--- src/rtl/rtpt_pkg.sv ---
// shared types and constants of the rx timing peak tracker
package rtpt_pkg;

    localparam int RTPT_HALF_WINDOW  = 256;
    localparam int RTPT_MAX_ANTENNAS = 4;

    localparam int SAMPLE_W = 16;
    localparam int POS_W    = 9;
    localparam int ACC_W    = 33;
    localparam int HSQ_W    = 30;
    localparam int PWR_W    = 31;
    localparam int COEF_W   = 15;
    localparam int HYST_W   = 8;
    localparam int FRAME_W  = 8;
    localparam int CNT_W    = 4;

    localparam logic [COEF_W-1:0] COEF_FULL    = 15'd32767;
    localparam logic [CNT_W-1:0]  STABLE_MAX   = 4'd15;
    localparam logic [CNT_W-1:0]  LOCK_COUNT   = 4'd10;
    localparam logic [POS_W-1:0]  STABLE_LIMIT = 9'd5;
    localparam logic [POS_W-1:0]  HIGH_BAND_ADD = 9'd2;

    // configuration register indexes
    localparam logic [2:0] REG_FILTER_COEF = 3'd0;
    localparam logic [2:0] REG_HYSTERESIS  = 3'd1;
    localparam logic [2:0] REG_HIGH_BAND   = 3'd2;
    localparam logic [2:0] REG_SIDELINK    = 3'd3;
    localparam logic [2:0] REG_RANDOM_ACC  = 3'd4;

    typedef struct packed {
        logic [PWR_W-1:0]        power;
        logic signed [POS_W-1:0] tap;
        logic                    last_ant;
        logic                    last_tap;
        logic                    clear;
        logic [FRAME_W-1:0]      frame;
    } t_sample;

    typedef struct packed {
        logic [ACC_W-1:0]        power;
        logic signed [POS_W-1:0] position;
        logic                    clear;
        logic [FRAME_W-1:0]      frame;
    } t_window;

    typedef struct packed {
        logic signed [POS_W-1:0] smoothed;
        logic signed [POS_W-1:0] position;
        logic [ACC_W-1:0]        power;
        logic [FRAME_W-1:0]      frame;
    } t_track;

endpackage

--- src/rtl/rtpt_power.sv ---
// input register and per-antenna power stage
module rtpt_power import rtpt_pkg::*; (
    input  logic                       i_clk,
    input  logic                       i_rst_n,
    input  logic                       i_valid,
    output logic                       o_ready,
    input  logic signed [SAMPLE_W-1:0] i_re,
    input  logic signed [SAMPLE_W-1:0] i_im,
    input  logic signed [POS_W-1:0]    i_tap,
    input  logic                       i_last_ant,
    input  logic                       i_last_tap,
    input  logic                       i_clear,
    input  logic [FRAME_W-1:0]         i_frame,
    output logic                       o_valid,
    input  logic                       i_take,
    output t_sample                    o_sample
);

    logic                       r_s1_valid;
    logic signed [SAMPLE_W-1:0] r_re;
    logic signed [SAMPLE_W-1:0] r_im;
    logic signed [POS_W-1:0]    r_tap;
    logic                       r_last_ant;
    logic                       r_last_tap;
    logic                       r_clear;
    logic [FRAME_W-1:0]         r_frame;
    logic                       r_s2_valid;
    t_sample                    r_s2;

    logic                       w_rdy2;
    logic                       w_rdy1;
    logic signed [31:0]         w_re_x;
    logic signed [31:0]         w_im_x;
    logic signed [31:0]         w_sq_re;
    logic signed [31:0]         w_sq_im;
    t_sample                    n_s2;

    assign w_rdy2  = !r_s2_valid || i_take;
    assign w_rdy1  = !r_s1_valid || w_rdy2;
    assign o_ready = w_rdy1;
    assign o_valid = r_s2_valid;
    assign o_sample = r_s2;

    assign w_re_x  = 32'(r_re);
    assign w_im_x  = 32'(r_im);
    assign w_sq_re = w_re_x * w_re_x;
    assign w_sq_im = w_im_x * w_im_x;

    always_comb begin
        // squares are non-negative, so halving toward zero is a right shift
        n_s2.power    = PWR_W'(w_sq_re[HSQ_W:1]) + PWR_W'(w_sq_im[HSQ_W:1]);
        n_s2.tap      = r_tap;
        n_s2.last_ant = r_last_ant;
        n_s2.last_tap = r_last_tap;
        n_s2.clear    = r_clear;
        n_s2.frame    = r_frame;
    end

    always_ff @(posedge i_clk) begin
        if (!i_rst_n) begin
            r_s1_valid <= 1'b0;
            r_s2_valid <= 1'b0;
        end else begin
            if (w_rdy1) begin
                r_s1_valid <= i_valid;
            end
            if (w_rdy2) begin
                r_s2_valid <= r_s1_valid;
            end
        end
    end

    always_ff @(posedge i_clk) begin
        if (w_rdy1 && i_valid) begin
            r_re       <= i_re;
            r_im       <= i_im;
            r_tap      <= i_tap;
            r_last_ant <= i_last_ant;
            r_last_tap <= i_last_tap;
            r_clear    <= i_clear;
            r_frame    <= i_frame;
        end
        if (w_rdy2 && r_s1_valid) begin
            r_s2 <= n_s2;
        end
    end

endmodule

--- src/rtl/rtpt_peak.sv ---
// tap power accumulation and strongest-tap search
module rtpt_peak import rtpt_pkg::*; #(
    parameter int HALF_WINDOW  = RTPT_HALF_WINDOW,
    parameter int MAX_ANTENNAS = RTPT_MAX_ANTENNAS
) (
    input  logic    i_clk,
    input  logic    i_rst_n,
    input  logic    i_valid,
    input  t_sample i_sample,
    output logic    o_take,
    output logic    o_valid,
    input  logic    i_ready,
    output t_window o_window
);

    localparam int AC_W  = $clog2(MAX_ANTENNAS + 1);
    localparam int WIN_W = ($clog2(HALF_WINDOW) + 2 > 10) ? $clog2(HALF_WINDOW) + 2 : 10;
    localparam logic signed [WIN_W-1:0] WIN_HI = WIN_W'(HALF_WINDOW);
    localparam logic signed [WIN_W-1:0] WIN_LO = -WIN_HI;
    localparam logic [AC_W-1:0] ANT_MAX = AC_W'(MAX_ANTENNAS);
    localparam logic [ACC_W-1:0] ACC_SAT = {ACC_W{1'b1}};

    logic [ACC_W-1:0]        r_acc;
    logic [ACC_W-1:0]        r_best_power;
    logic signed [POS_W-1:0] r_best_pos;
    logic [AC_W-1:0]         r_ant;
    logic                    r_valid;
    t_window                 r_win;

    logic                    w_rdy3;
    logic                    w_take;
    logic                    w_use;
    logic [ACC_W:0]          w_sum;
    logic [ACC_W-1:0]        w_acc;
    logic signed [WIN_W-1:0] w_tap_x;
    logic                    w_in_win;
    logic                    w_better;
    logic                    w_close;
    logic [ACC_W-1:0]        w_best_power;
    logic signed [POS_W-1:0] w_best_pos;

    assign w_rdy3 = !r_valid || i_ready;
    assign w_take = i_valid && (!i_sample.last_tap || w_rdy3);
    assign o_take = w_take;
    assign o_valid = r_valid;
    assign o_window = r_win;

    // extra antennas beyond the limit are dropped
    assign w_use = r_ant < ANT_MAX;
    assign w_sum = {1'b0, r_acc} + (ACC_W + 1)'(i_sample.power);

    always_comb begin
        if (!w_use) begin
            w_acc = r_acc;
        end else if (w_sum[ACC_W]) begin
            w_acc = ACC_SAT;
        end else begin
            w_acc = w_sum[ACC_W-1:0];
        end
    end

    assign w_tap_x  = WIN_W'(i_sample.tap);
    assign w_in_win = (w_tap_x >= WIN_LO) && (w_tap_x < WIN_HI);
    assign w_close  = i_sample.last_ant || i_sample.last_tap;
    assign w_better = w_close && w_in_win && (w_acc > r_best_power);

    assign w_best_power = w_better ? w_acc : r_best_power;
    assign w_best_pos   = w_better ? i_sample.tap : r_best_pos;

    always_ff @(posedge i_clk) begin
        if (!i_rst_n) begin
            r_acc        <= '0;
            r_best_power <= '0;
            r_best_pos   <= '0;
            r_ant        <= '0;
            r_valid      <= 1'b0;
        end else begin
            if (w_take) begin
                if (w_close) begin
                    r_acc <= '0;
                    r_ant <= '0;
                end else begin
                    r_acc <= w_acc;
                    r_ant <= w_use ? r_ant + 1'b1 : r_ant;
                end
                if (i_sample.last_tap) begin
                    r_best_power <= '0;
                    r_best_pos   <= '0;
                end else begin
                    r_best_power <= w_best_power;
                    r_best_pos   <= w_best_pos;
                end
            end
            if (w_rdy3) begin
                r_valid <= w_take && i_sample.last_tap;
            end
        end
    end

    always_ff @(posedge i_clk) begin
        if (w_take && i_sample.last_tap) begin
            r_win.power    <= w_best_power;
            r_win.position <= w_best_pos;
            r_win.clear    <= i_sample.clear;
            r_win.frame    <= i_sample.frame;
        end
    end

endmodule

--- src/rtl/rtpt_smooth.sv ---
// q15 iir smoothing of the peak position, one update per window
module rtpt_smooth import rtpt_pkg::*; (
    input  logic              i_clk,
    input  logic              i_rst_n,
    input  logic              i_valid,
    input  t_window           i_window,
    output logic              o_ready,
    input  logic [COEF_W-1:0] i_coef,
    output logic              o_valid,
    input  logic              i_ready,
    output t_track            o_track
);

    localparam int MUL_W = 26;

    logic signed [POS_W-1:0] r_filt;
    logic                    r_valid;
    t_track                  r_track;

    logic                    w_rdy;
    logic                    w_take;
    logic [COEF_W-1:0]       w_ncoef;
    logic signed [MUL_W-1:0] w_old;
    logic signed [MUL_W-1:0] w_new;
    logic signed [MUL_W-1:0] w_c;
    logic signed [MUL_W-1:0] w_nc;
    logic signed [MUL_W-1:0] w_sum;
    logic signed [POS_W-1:0] n_filt;

    assign w_rdy   = !r_valid || i_ready;
    assign w_take  = i_valid && w_rdy;
    assign o_ready = w_rdy;
    assign o_valid = r_valid;
    assign o_track = r_track;

    assign w_ncoef = COEF_FULL - i_coef;
    assign w_old   = MUL_W'(r_filt);
    assign w_new   = MUL_W'(i_window.position);
    assign w_c     = MUL_W'(i_coef);
    assign w_nc    = MUL_W'(w_ncoef);
    assign w_sum   = w_old * w_c + w_new * w_nc;

    // floor division by 2^15 is the arithmetic shift; keep nine bits
    assign n_filt = i_window.clear ? i_window.position : w_sum[COEF_W+POS_W-1:COEF_W];

    always_ff @(posedge i_clk) begin
        if (!i_rst_n) begin
            r_filt  <= '0;
            r_valid <= 1'b0;
        end else begin
            if (w_take) begin
                r_filt <= n_filt;
            end
            if (w_rdy) begin
                r_valid <= i_valid;
            end
        end
    end

    always_ff @(posedge i_clk) begin
        if (w_take) begin
            r_track.smoothed <= n_filt;
            r_track.position <= i_window.position;
            r_track.power    <= i_window.power;
            r_track.frame    <= i_window.frame;
        end
    end

endmodule

--- src/rtl/rtpt_lock.sv ---
// hysteresis check, lock detection and result register
module rtpt_lock import rtpt_pkg::*; (
    input  logic                    i_clk,
    input  logic                    i_rst_n,
    input  logic                    i_valid,
    input  t_track                  i_track,
    output logic                    o_ready,
    input  logic [HYST_W-1:0]       i_hysteresis,
    input  logic                    i_high_band,
    input  logic                    i_sidelink,
    input  logic                    i_random_access,
    output logic                    o_valid,
    input  logic                    i_ready,
    output logic signed [POS_W-1:0] o_correction,
    output logic                    o_for_sidelink,
    output logic signed [POS_W-1:0] o_smoothed,
    output logic signed [POS_W-1:0] o_position,
    output logic [ACC_W-1:0]        o_power,
    output logic                    o_lock_event,
    output logic                    o_start_prach,
    output logic [FRAME_W-1:0]      o_lock_frame
);

    logic [CNT_W-1:0]        r_stable;
    logic                    r_lock_pending;
    logic                    r_valid;
    logic signed [POS_W-1:0] r_correction;
    logic                    r_for_sidelink;
    logic signed [POS_W-1:0] r_smoothed;
    logic signed [POS_W-1:0] r_position;
    logic [ACC_W-1:0]        r_power;
    logic                    r_lock_event;
    logic                    r_start_prach;
    logic [FRAME_W-1:0]      r_lock_frame;

    logic                    w_rdy;
    logic                    w_take;
    logic [POS_W-1:0]        w_mag;
    logic [POS_W-1:0]        w_limit;
    logic [CNT_W-1:0]        n_stable;
    logic                    w_lock;

    assign w_rdy   = !r_valid || i_ready;
    assign w_take  = i_valid && w_rdy;
    assign o_ready = w_rdy;

    assign w_mag   = i_track.smoothed[POS_W-1] ? POS_W'(-i_track.smoothed)
                                               : POS_W'(i_track.smoothed);
    assign w_limit = POS_W'(i_hysteresis) + (i_high_band ? HIGH_BAND_ADD : '0);

    always_comb begin
        if (w_mag < STABLE_LIMIT) begin
            n_stable = (r_stable < STABLE_MAX) ? r_stable + 1'b1 : r_stable;
        end else begin
            n_stable = '0;
        end
    end

    assign w_lock = (n_stable > LOCK_COUNT) && r_lock_pending;

    always_ff @(posedge i_clk) begin
        if (!i_rst_n) begin
            r_stable       <= '0;
            r_lock_pending <= 1'b1;
            r_valid        <= 1'b0;
        end else begin
            if (w_take) begin
                r_stable <= n_stable;
                if (w_lock) begin
                    r_lock_pending <= 1'b0;
                end
            end
            if (w_rdy) begin
                r_valid <= i_valid;
            end
        end
    end

    always_ff @(posedge i_clk) begin
        if (w_take) begin
            r_correction   <= (w_mag > w_limit) ? i_track.smoothed : '0;
            r_for_sidelink <= i_sidelink;
            r_smoothed     <= i_track.smoothed;
            r_position     <= i_track.position;
            r_power        <= i_track.power;
            r_lock_event   <= w_lock;
            r_start_prach  <= w_lock && i_random_access;
            r_lock_frame   <= (w_lock && i_random_access) ? i_track.frame : '0;
        end
    end

    assign o_valid        = r_valid;
    assign o_correction   = r_correction;
    assign o_for_sidelink = r_for_sidelink;
    assign o_smoothed     = r_smoothed;
    assign o_position     = r_position;
    assign o_power        = r_power;
    assign o_lock_event   = r_lock_event;
    assign o_start_prach  = r_start_prach;
    assign o_lock_frame   = r_lock_frame;

endmodule

--- src/rtl/rx_timing_peak_tracker_core.sv ---
// top level of the rx timing peak tracker: ports, config registers, pipeline
//
// The slave stream carries channel-estimate words of one cyclic-prefix window,
// tap-major with antennas inner; tlast marks the last tap of the window and
// closes it. Every input word is taken back to back while tready is high, with no
// gap needed between windows.
// One result word leaves on the master stream per window, once the window's
// last word has passed the input, power, peak, iir and result registers. Words
// that do not close a window produce no result.
// The pipeline is input register, power stage, accumulate/peak stage, iir
// stage and lock/result register; the accumulator, the peak search, the iir
// state and the lock counter are the loops, and each closes within its stage.
// When the master side stalls, the result register holds its word and the
// stream side keeps taking words until two more finished windows wait in the
// iir and peak stages and the next closing word plus one more word sit in the
// input and power registers; only then does tready drop.
// Reset clears the accumulator, the peak search, the filter state, the lock
// counter and rearms the one-shot lock event. Registers reset to coefficient
// 0, hysteresis 2 and all mode bits 0. Registers are written over the apb
// port, by the user only while the stream is idle; the block does not check.
module rx_timing_peak_tracker_core import rtpt_pkg::*; #(
    parameter int HALF_WINDOW  = RTPT_HALF_WINDOW,
    parameter int MAX_ANTENNAS = RTPT_MAX_ANTENNAS
) (
    input  logic        i_clk,
    input  logic        i_rst_n,
    input  logic        i_s_tvalid,
    output logic        o_s_tready,
    // sample_re, sample_im, tap_offset, frame_number, zero pad
    input  logic [55:0] i_s_tdata,
    // last_antenna, clear_filter
    input  logic [1:0]  i_s_tuser,
    input  logic        i_s_tlast,
    output logic        o_m_tvalid,
    input  logic        i_m_tready,
    // timing_correction, smoothed_position, peak_position, peak_power,
    // lock_frame, zero pad
    output logic [71:0] o_m_tdata,
    // for_sidelink, lock_event, start_prach
    output logic [2:0]  o_m_tuser,
    input  logic        psel,
    input  logic        penable,
    input  logic        pwrite,
    input  logic [4:0]  paddr,
    input  logic [31:0] pwdata,
    output logic [31:0] prdata,
    output logic        pready
);

    logic [COEF_W-1:0] r_filter_coef;
    logic [HYST_W-1:0] r_hysteresis;
    logic              r_high_band;
    logic              r_sidelink;
    logic              r_random_access;

    logic [2:0]        w_index;
    logic              w_write;

    logic              w_pw_valid;
    t_sample           w_sample;
    logic              w_take;
    logic              w_win_valid;
    t_window           w_window;
    logic              w_sm_ready;
    logic              w_tr_valid;
    t_track            w_track;
    logic              w_lk_ready;

    logic signed [POS_W-1:0] w_correction;
    logic                    w_for_sidelink;
    logic signed [POS_W-1:0] w_smoothed;
    logic signed [POS_W-1:0] w_position;
    logic [ACC_W-1:0]        w_power;
    logic                    w_lock_event;
    logic                    w_start_prach;
    logic [FRAME_W-1:0]      w_lock_frame;

    // configuration port
    assign pready  = 1'b1;
    assign w_index = paddr[4:2];
    assign w_write = psel && penable && pwrite;

    always_ff @(posedge i_clk) begin
        if (!i_rst_n) begin
            r_filter_coef   <= '0;
            r_hysteresis    <= 8'd2;
            r_high_band     <= 1'b0;
            r_sidelink      <= 1'b0;
            r_random_access <= 1'b0;
        end else if (w_write) begin
            case (w_index)
                REG_FILTER_COEF: r_filter_coef   <= pwdata[COEF_W-1:0];
                REG_HYSTERESIS:  r_hysteresis    <= pwdata[HYST_W-1:0];
                REG_HIGH_BAND:   r_high_band     <= pwdata[0];
                REG_SIDELINK:    r_sidelink      <= pwdata[0];
                REG_RANDOM_ACC:  r_random_access <= pwdata[0];
                default: ;
            endcase
        end
    end

    always_comb begin
        case (w_index)
            REG_FILTER_COEF: prdata = 32'(r_filter_coef);
            REG_HYSTERESIS:  prdata = 32'(r_hysteresis);
            REG_HIGH_BAND:   prdata = 32'(r_high_band);
            REG_SIDELINK:    prdata = 32'(r_sidelink);
            REG_RANDOM_ACC:  prdata = 32'(r_random_access);
            default:         prdata = '0;
        endcase
    end

    rtpt_power u_power (
        .i_clk      (i_clk),
        .i_rst_n    (i_rst_n),
        .i_valid    (i_s_tvalid),
        .o_ready    (o_s_tready),
        .i_re       (i_s_tdata[15:0]),
        .i_im       (i_s_tdata[31:16]),
        .i_tap      (i_s_tdata[40:32]),
        .i_last_ant (i_s_tuser[0]),
        .i_last_tap (i_s_tlast),
        .i_clear    (i_s_tuser[1]),
        .i_frame    (i_s_tdata[48:41]),
        .o_valid    (w_pw_valid),
        .i_take     (w_take),
        .o_sample   (w_sample)
    );

    rtpt_peak #(
        .HALF_WINDOW  (HALF_WINDOW),
        .MAX_ANTENNAS (MAX_ANTENNAS)
    ) u_peak (
        .i_clk    (i_clk),
        .i_rst_n  (i_rst_n),
        .i_valid  (w_pw_valid),
        .i_sample (w_sample),
        .o_take   (w_take),
        .o_valid  (w_win_valid),
        .i_ready  (w_sm_ready),
        .o_window (w_window)
    );

    rtpt_smooth u_smooth (
        .i_clk    (i_clk),
        .i_rst_n  (i_rst_n),
        .i_valid  (w_win_valid),
        .i_window (w_window),
        .o_ready  (w_sm_ready),
        .i_coef   (r_filter_coef),
        .o_valid  (w_tr_valid),
        .i_ready  (w_lk_ready),
        .o_track  (w_track)
    );

    rtpt_lock u_lock (
        .i_clk           (i_clk),
        .i_rst_n         (i_rst_n),
        .i_valid         (w_tr_valid),
        .i_track         (w_track),
        .o_ready         (w_lk_ready),
        .i_hysteresis    (r_hysteresis),
        .i_high_band     (r_high_band),
        .i_sidelink      (r_sidelink),
        .i_random_access (r_random_access),
        .o_valid         (o_m_tvalid),
        .i_ready         (i_m_tready),
        .o_correction    (w_correction),
        .o_for_sidelink  (w_for_sidelink),
        .o_smoothed      (w_smoothed),
        .o_position      (w_position),
        .o_power         (w_power),
        .o_lock_event    (w_lock_event),
        .o_start_prach   (w_start_prach),
        .o_lock_frame    (w_lock_frame)
    );

    assign o_m_tdata = {4'd0, w_lock_frame, w_power, w_position, w_smoothed, w_correction};
    assign o_m_tuser = {w_start_prach, w_lock_event, w_for_sidelink};

endmodule
--- config.mk ---
export PLATFORM = sky130hd
export DESIGN_NAME = rx_timing_peak_tracker_core
export DESIGN_NICKNAME = d
export VERILOG_FILES = /design/src/rtl/rtpt_pkg.sv /design/src/rtl/rtpt_power.sv /design/src/rtl/rtpt_peak.sv /design/src/rtl/rtpt_smooth.sv /design/src/rtl/rtpt_lock.sv /design/src/rtl/rx_timing_peak_tracker_core.sv
export SDC_FILE = /design/constraint.sdc
export NUM_CORES = 2
export LEC_CHECK = 0
export BUFFER_PORTS_ARGS = -buffer_cell sky130_fd_sc_hd__buf_4
export CAP_MARGIN = 20
export CORE_ASPECT_RATIO = 0.9
export CORE_UTILIZATION = 65
export CTS_BUF_LIST = sky130_fd_sc_hd__clkbuf_4 sky130_fd_sc_hd__clkbuf_8
export CTS_CLUSTER_DIAMETER = 60
export DETAILED_ROUTE_END_ITERATION = 10
export GPL_TIMING_DRIVEN = 0
export PLACE_DENSITY = 0.87
export SYNTH_ARGS = -nofsm -noshare
export SYNTH_HDL_FRONTEND = slang
export SYNTH_SLANG_ARGS = --single-unit
--- constraint.sdc ---
create_clock -name i_clk -period 10.1 [get_ports i_clk]
set_input_delay 2.02 -clock i_clk [delete_from_list [all_inputs] [get_ports i_clk]]
set_output_delay 2.02 -clock i_clk [all_outputs]
set_load 0.02 [all_outputs]
## Word level (Yosys, flattened, before mapping)

Index checks and enable logic that the tools add are counted.

- Register bits: 407
- Output and inout bits: 110

- Add/subtract/negate cells: 8
- Multiply operators: 4
- Order comparisons: 8
- Eq/ne operators: 4
- Mux-type cells: 15
- Reductions and logical operators: 35

Operators with widths:

| operator | number |
|---|---|
| 2-to-1 mux 33 bit | 5 |
| case mux 15 bit (5 select lines) | 1 |
| multiplier 16 x 16 -> 31 bit | 2 |
| multiplier 9 x 16 -> 24 bit | 2 |
| 2-to-1 mux 9 bit | 4 |
| adder 33 x 31 -> 34 bit | 1 |
| greater-than comparator 33 bit | 1 |
| adder 30 x 30 -> 31 bit | 1 |
| adder 24 bit | 1 |
| subtractor 15 bit, first input constant | 1 |
| AND reduction 2 bit | 7 |
| logical AND 1 bit | 13 |
| < comparator 9 x 10 -> 1 bit, second input constant | 1 |
| adder 8 x 9 -> 9 bit | 1 |
| greater-or-equal comparator 9 bit, second input constant | 1 |
| greater-than comparator 9 bit | 1 |
| < comparator 9 x 3 -> 1 bit, second input constant | 1 |
| negator 9 bit | 1 |
| 2-to-1 mux 4 bit | 2 |
| logical OR 1 bit | 7 |
| == test 3 x 2 -> 1 bit, second input constant | 2 |
| zero test 1 bit | 6 |
| 2-to-1 mux 3 bit | 2 |
| adder 4 x 1 -> 4 bit, second input constant | 1 |
| 9 further kinds | 9 |

## Depth between registers and ports, before layout

- Depth after elaboration: 9
- Gate-level depth with buffers: 34
- Mapped depth without buffers: 33

## Hierarchy

A second synthesis with hierarchy kept.

- Cells, all modules: 4540
- Area, all modules: 46052.9 sq um

By module, submodules not included:

| module | times used | cells an instance | area an instance (sq um) |
|---|---|---|---|
| rtpt_power | 1 | 2271 | 22162.5 |
| rtpt_smooth | 1 | 1063 | 11019.3 |
| rtpt_peak | 1 | 816 | 8147.8 |
| rtpt_lock | 1 | 220 | 3236.9 |
| rx_timing_peak_tracker_core | 1 | 170 | 1486.4 |

## Worst setup path before layout

No wires, ideal clock.

- Path kind: flip-flop to flip-flop
- Start point: register u_power.r_im[1]
- End point: register u_power.r_s2, in the netlist u_power.o_sample[50] (data pin)
- Library setup time: 264 ps
- Arrival time: 7451 ps
- Slack: 2386 ps
- Cell stages (with the launch flop): 32
- Period minus slack after synthesis: 7714 ps
- Path through: edfxtp_1 clkbuf_1 clkbuf_1 and2_1 fa_1 inv_1 fa_1 fa_1 fa_1 inv_1 fa_1 inv_1 fa_1 inv_1 ha_1 a21o_1 a21o_1 a32o_1 nor4_1 o31ai_1 or4_1 a31o_2 a21oi_1 xnor2_1 ha_1 a21oi_1 nand2_1 a21oi_1 o21ai_0 a21oi_1 o211ai_1 o41a_1

RTL lines:

| what | line | RTL |
|---|---|---|
| start: declaration | rtpt_power.sv:21 | `logic signed [SAMPLE_W-1:0] r_im;` |
| start signal: assignment | rtpt_power.sv:76 | `r_im <= i_im;` |
| end signal: assignment | rtpt_power.sv:84 | `r_s2 <= n_s2;` |
| end: declaration | rtpt_power.sv:28 | `t_sample r_s2;` |

==> key figures <==
Floorplan
  • Die ar.: 69700 um^2
  • I/O Pins: 213
  • Starting density of the core: 66.1%
  • Die Span X: 278 um
  • Core Region: 67500 um^2
  • Die Y: 251 um
  • Num rows: 90

Timing
  • Worst setup margin: 580 ps
  • RSZ-0062 raised after global routing: no
  • Final slew viol count: 0
  • Setup violators final: 0
  • Worst Tran Pin Value: 1030 ps
  • Final min period: 9520 ps
  • Rel. slew slack: 31.4%
  • Period utilisation layout: 94.3%
  • Clock skew: 49.2 ps
  • Max frequency: 105 MHz
  • Setup tns final: 0 ps
  • Final Hold Fails: 0

Setup path
  • Reg2reg end: u_power.o_sample[50]$_DFFE_PP_
  • Crit path DAT: 9940 ps
  • CP peak stage delay: 600 ps
  • Crit path max-delay cell type: buf_1
  • Critical-path maximum fanout: 10
  • R2R Setup Slk: 580 ps
  • R2R cell count: 30
  • CP endpoint kind: flop
  • Most common cell on crit path: fa_1
  • Crit path required time: 10520 ps
  • Worst setup path end: u_power.o_sample[50]$_DFFE_PP_
  • Critical path class: reg2reg
  • R2R Path Start: u_power.r_re[4]$_DFFE_PP_
  • Worst setup SP type: flop
  • Worst Setup SP: u_power.r_re[4]$_DFFE_PP_

Clock tree
  • CTS resizes: 0
  • CTS Buf Count: 70
  • CTS tree: built
  • Root Buffer: clkbuf_8
  • Bufs on Longest Clock Path: 3
  • CTS Hold Bufs: 0
  • Clk slew on worst S/H paths: 60 ps
  • Clk_lat worst skew: 720 ps
  • Post-CTS Repair Setup Buffers: 0
  • H-tree Lvls: 3
  • Sink Count: 406

Route
  • DR vias/cell: 5.67
  • Via count: 32000
  • DRC: 0
  • Routed len/inst: 19.0 um
  • Iteration-0 DRC Markers: 2900
  • Post-DRT Antenna Nets: 0
  • DRT Pass-1 Iters: 6
  • Detailed Route WL: 107000 um

Synthesis
  • Top_reg_cell synth: edfxtp_1
  • Post-Syn Area: 44600 um^2
  • Register area share after synthesis: 24.6%
  • Post-synth top cells: 968 x inv_1, 675 x fa_1, 420 x nand2_1
  • Post-synth EDFFs: 283
  • Avg Cell Area, Syn: 10.0 um^2
  • #FFs+latches synth: 406
  • Post-synth top area share: 30.3%
  • Synthesis Warnings: 0
  • Count leader, synth: inv_1
  • Unique cell type count in the Yosys netlist: 87
  • Asr flop ratio synth: 0%
  • Yosys top cell by area: fa_1
  • Top cells by area, synth: fa_1 30%, edfxtp_1 19%, ha_1 11%, inv_1 8.1%, dfxtp_1 5.5%
  • Post-synthesis cell count: 4456

Run
  • Max cap viols: 0

Cells and area
  • Filler Cells Inserted: 4647
  • Final Util: 72.2%
  • Nets: 5884
  • Area added between synthesis and finish: 9.13%
  • Layout cells sized above 1: 8.01%

Status
  • Status: finished clean

Global routing
  • Vias in the first global route: 33800
  • Tot GR Track Use: 32.0%
  • Global-route wire length before repair: 174000 um
  • GR Overflow Total: 0
  • Largest net degree at the start of global routing: 76
  • Antenna violations before repair: 1

Placed design
  • Pre-CTS setup slack: 836 ps
  • Routability cong.: 0.978
  • Post-DP HPWL: 86500 um
  • Port buffer count: 163

Worst hold path
  • Worst hold-check path type: reg2reg
==> worst min-delay path by stage <==
stage	slack, ps	from	cells past startpoint	endpoint
2_1_floorplan	400	u_smooth.o_track[41]$_DFFE_PP_	0	u_lock.o_position[0]$_DFFE_PP_
3_3_place_gp	400	u_power.r_frame[3]$_DFFE_PP_	0	u_power.o_sample[3]$_DFFE_PP_
3_5_place_dp	400	u_smooth.o_track[43]$_DFFE_PP_	0	u_lock.o_position[2]$_DFFE_PP_
4_1_cts	400	u_peak.o_window[24]$_DFFE_PP_	0	u_smooth.o_track[14]$_DFFE_PP_
5_1_grt	410	u_peak.o_window[22]$_DFFE_PP_	0	u_smooth.o_track[12]$_DFFE_PP_
6_report	400	u_power.r_last_tap$_DFFE_PP_	0	u_power.o_sample[9]$_DFFE_PP_
==> metal layers <==
| metal | global-route usage [%] | wire length (um) | vias to the layer above |
|---|---|---|---|
| met5 | 0 | 0 | - |
| met1 | 42.9 | 43200 | 15800 |
| li1 | - | - | 14500 |
| met2 | 51.2 | 50000 | 1417 |
| met3 | 7.23 | 10000 | 254 |
| met4 | 11.9 | 3960 | 0 |
==> worst max-delay path: cells and delay by family (launching register included) <==
family / cells / cell delay [ps]
adders and majority gates: 8 / 3680
AOI/OAI and AO/OA: 11 / 2840
buffers and inverters: 6 / 1400
and+or+nand+nor: 4 / 740
DFF: 1 / 410
xor gates and xnor gates: 1 / 140
==> layout by cell type (no fill, tap or decap), types with 17 or more instances in the layout <==
master,Yosys,routed
inv_1,968,967
fa_1,675,675
nand2_1,420,420
ha_1,391,391
edfxtp_1,283,283
buf_4,25,188
nor2_1,180,179
and2_1,158,158
clkbuf_1,135,134
xnor2_1,128,128
o21ai_0,123,123
dfxtp_1,123,123
nand2b_1,110,110
a21oi_1,107,106
nor2b_1,90,89
clkbuf_8,0,75
a21o_1,48,48
nand3_1,40,40
xor2_1,36,36
o21a_1,28,28
o22ai_1,23,23
nor3_1,22,22
conb_1,2,22
a21boi_0,21,21
mux2_2,19,19
mux2i_1,19,19
and3_1,17,17
o2bb2ai_1,17,17
==> cell type report <==
type                            count  area (um^2)  area share [%]
Multi-Input combinational cell   2930        29400            60.3
Sequential cell                   406        11000            22.5
Inverter                          972         3650            7.50
Timing Repair Buffer              167         1310            2.69
Clock buffer                       90         1140            2.35
Tap cell                          874         1090            2.25
Buffer                            168          739            1.52
Clock inverter                     39          415           0.853
Antenna cell                        1         2.50         0.00514
==> logic make-up after synthesis <==
family	after synthesis	synth area share, %
other cells	2	0.0168
simple gates	1102	12.1
compound gates	538	8.14
mux	38	0.906
fa+ha+maj	1066	41.3
xor+xnor	164	3.22
flops	406	24.6
buf+inv	1140	9.83
==> flip-flops by register name, summed over array words and instances, names as in the netlist, 15 cells and up <==
register,flops
r_filter_coef,15
u_power.o_sample,50
u_smooth.o_track,59
u_power.r_im,16
u_peak.r_best_power,33
u_peak.r_acc,33
u_peak.o_window,51
u_power.r_re,16
u_lock.o_power,33
==> stage by stage <==
| stage | std cells | area (um^2) | hold WS, ps |
|---|---|---|---|
| 5_1_grt | 5647 | 48700 | 412 |
| 6_report | 5647 | 48700 | 399 |
| 4_1_cts | 5646 | 48700 | 403 |
| 3_3_place_gp | 5513 | 47000 | 401 |
| 3_5_place_dp | 5517 | 47100 | 405 |
| 2_1_floorplan | 4476 | 44700 | 400 |
Power is left out: the tool's default activity adds up to more than one toggle a clock period on the data nets, which glitch-free logic cannot reach.
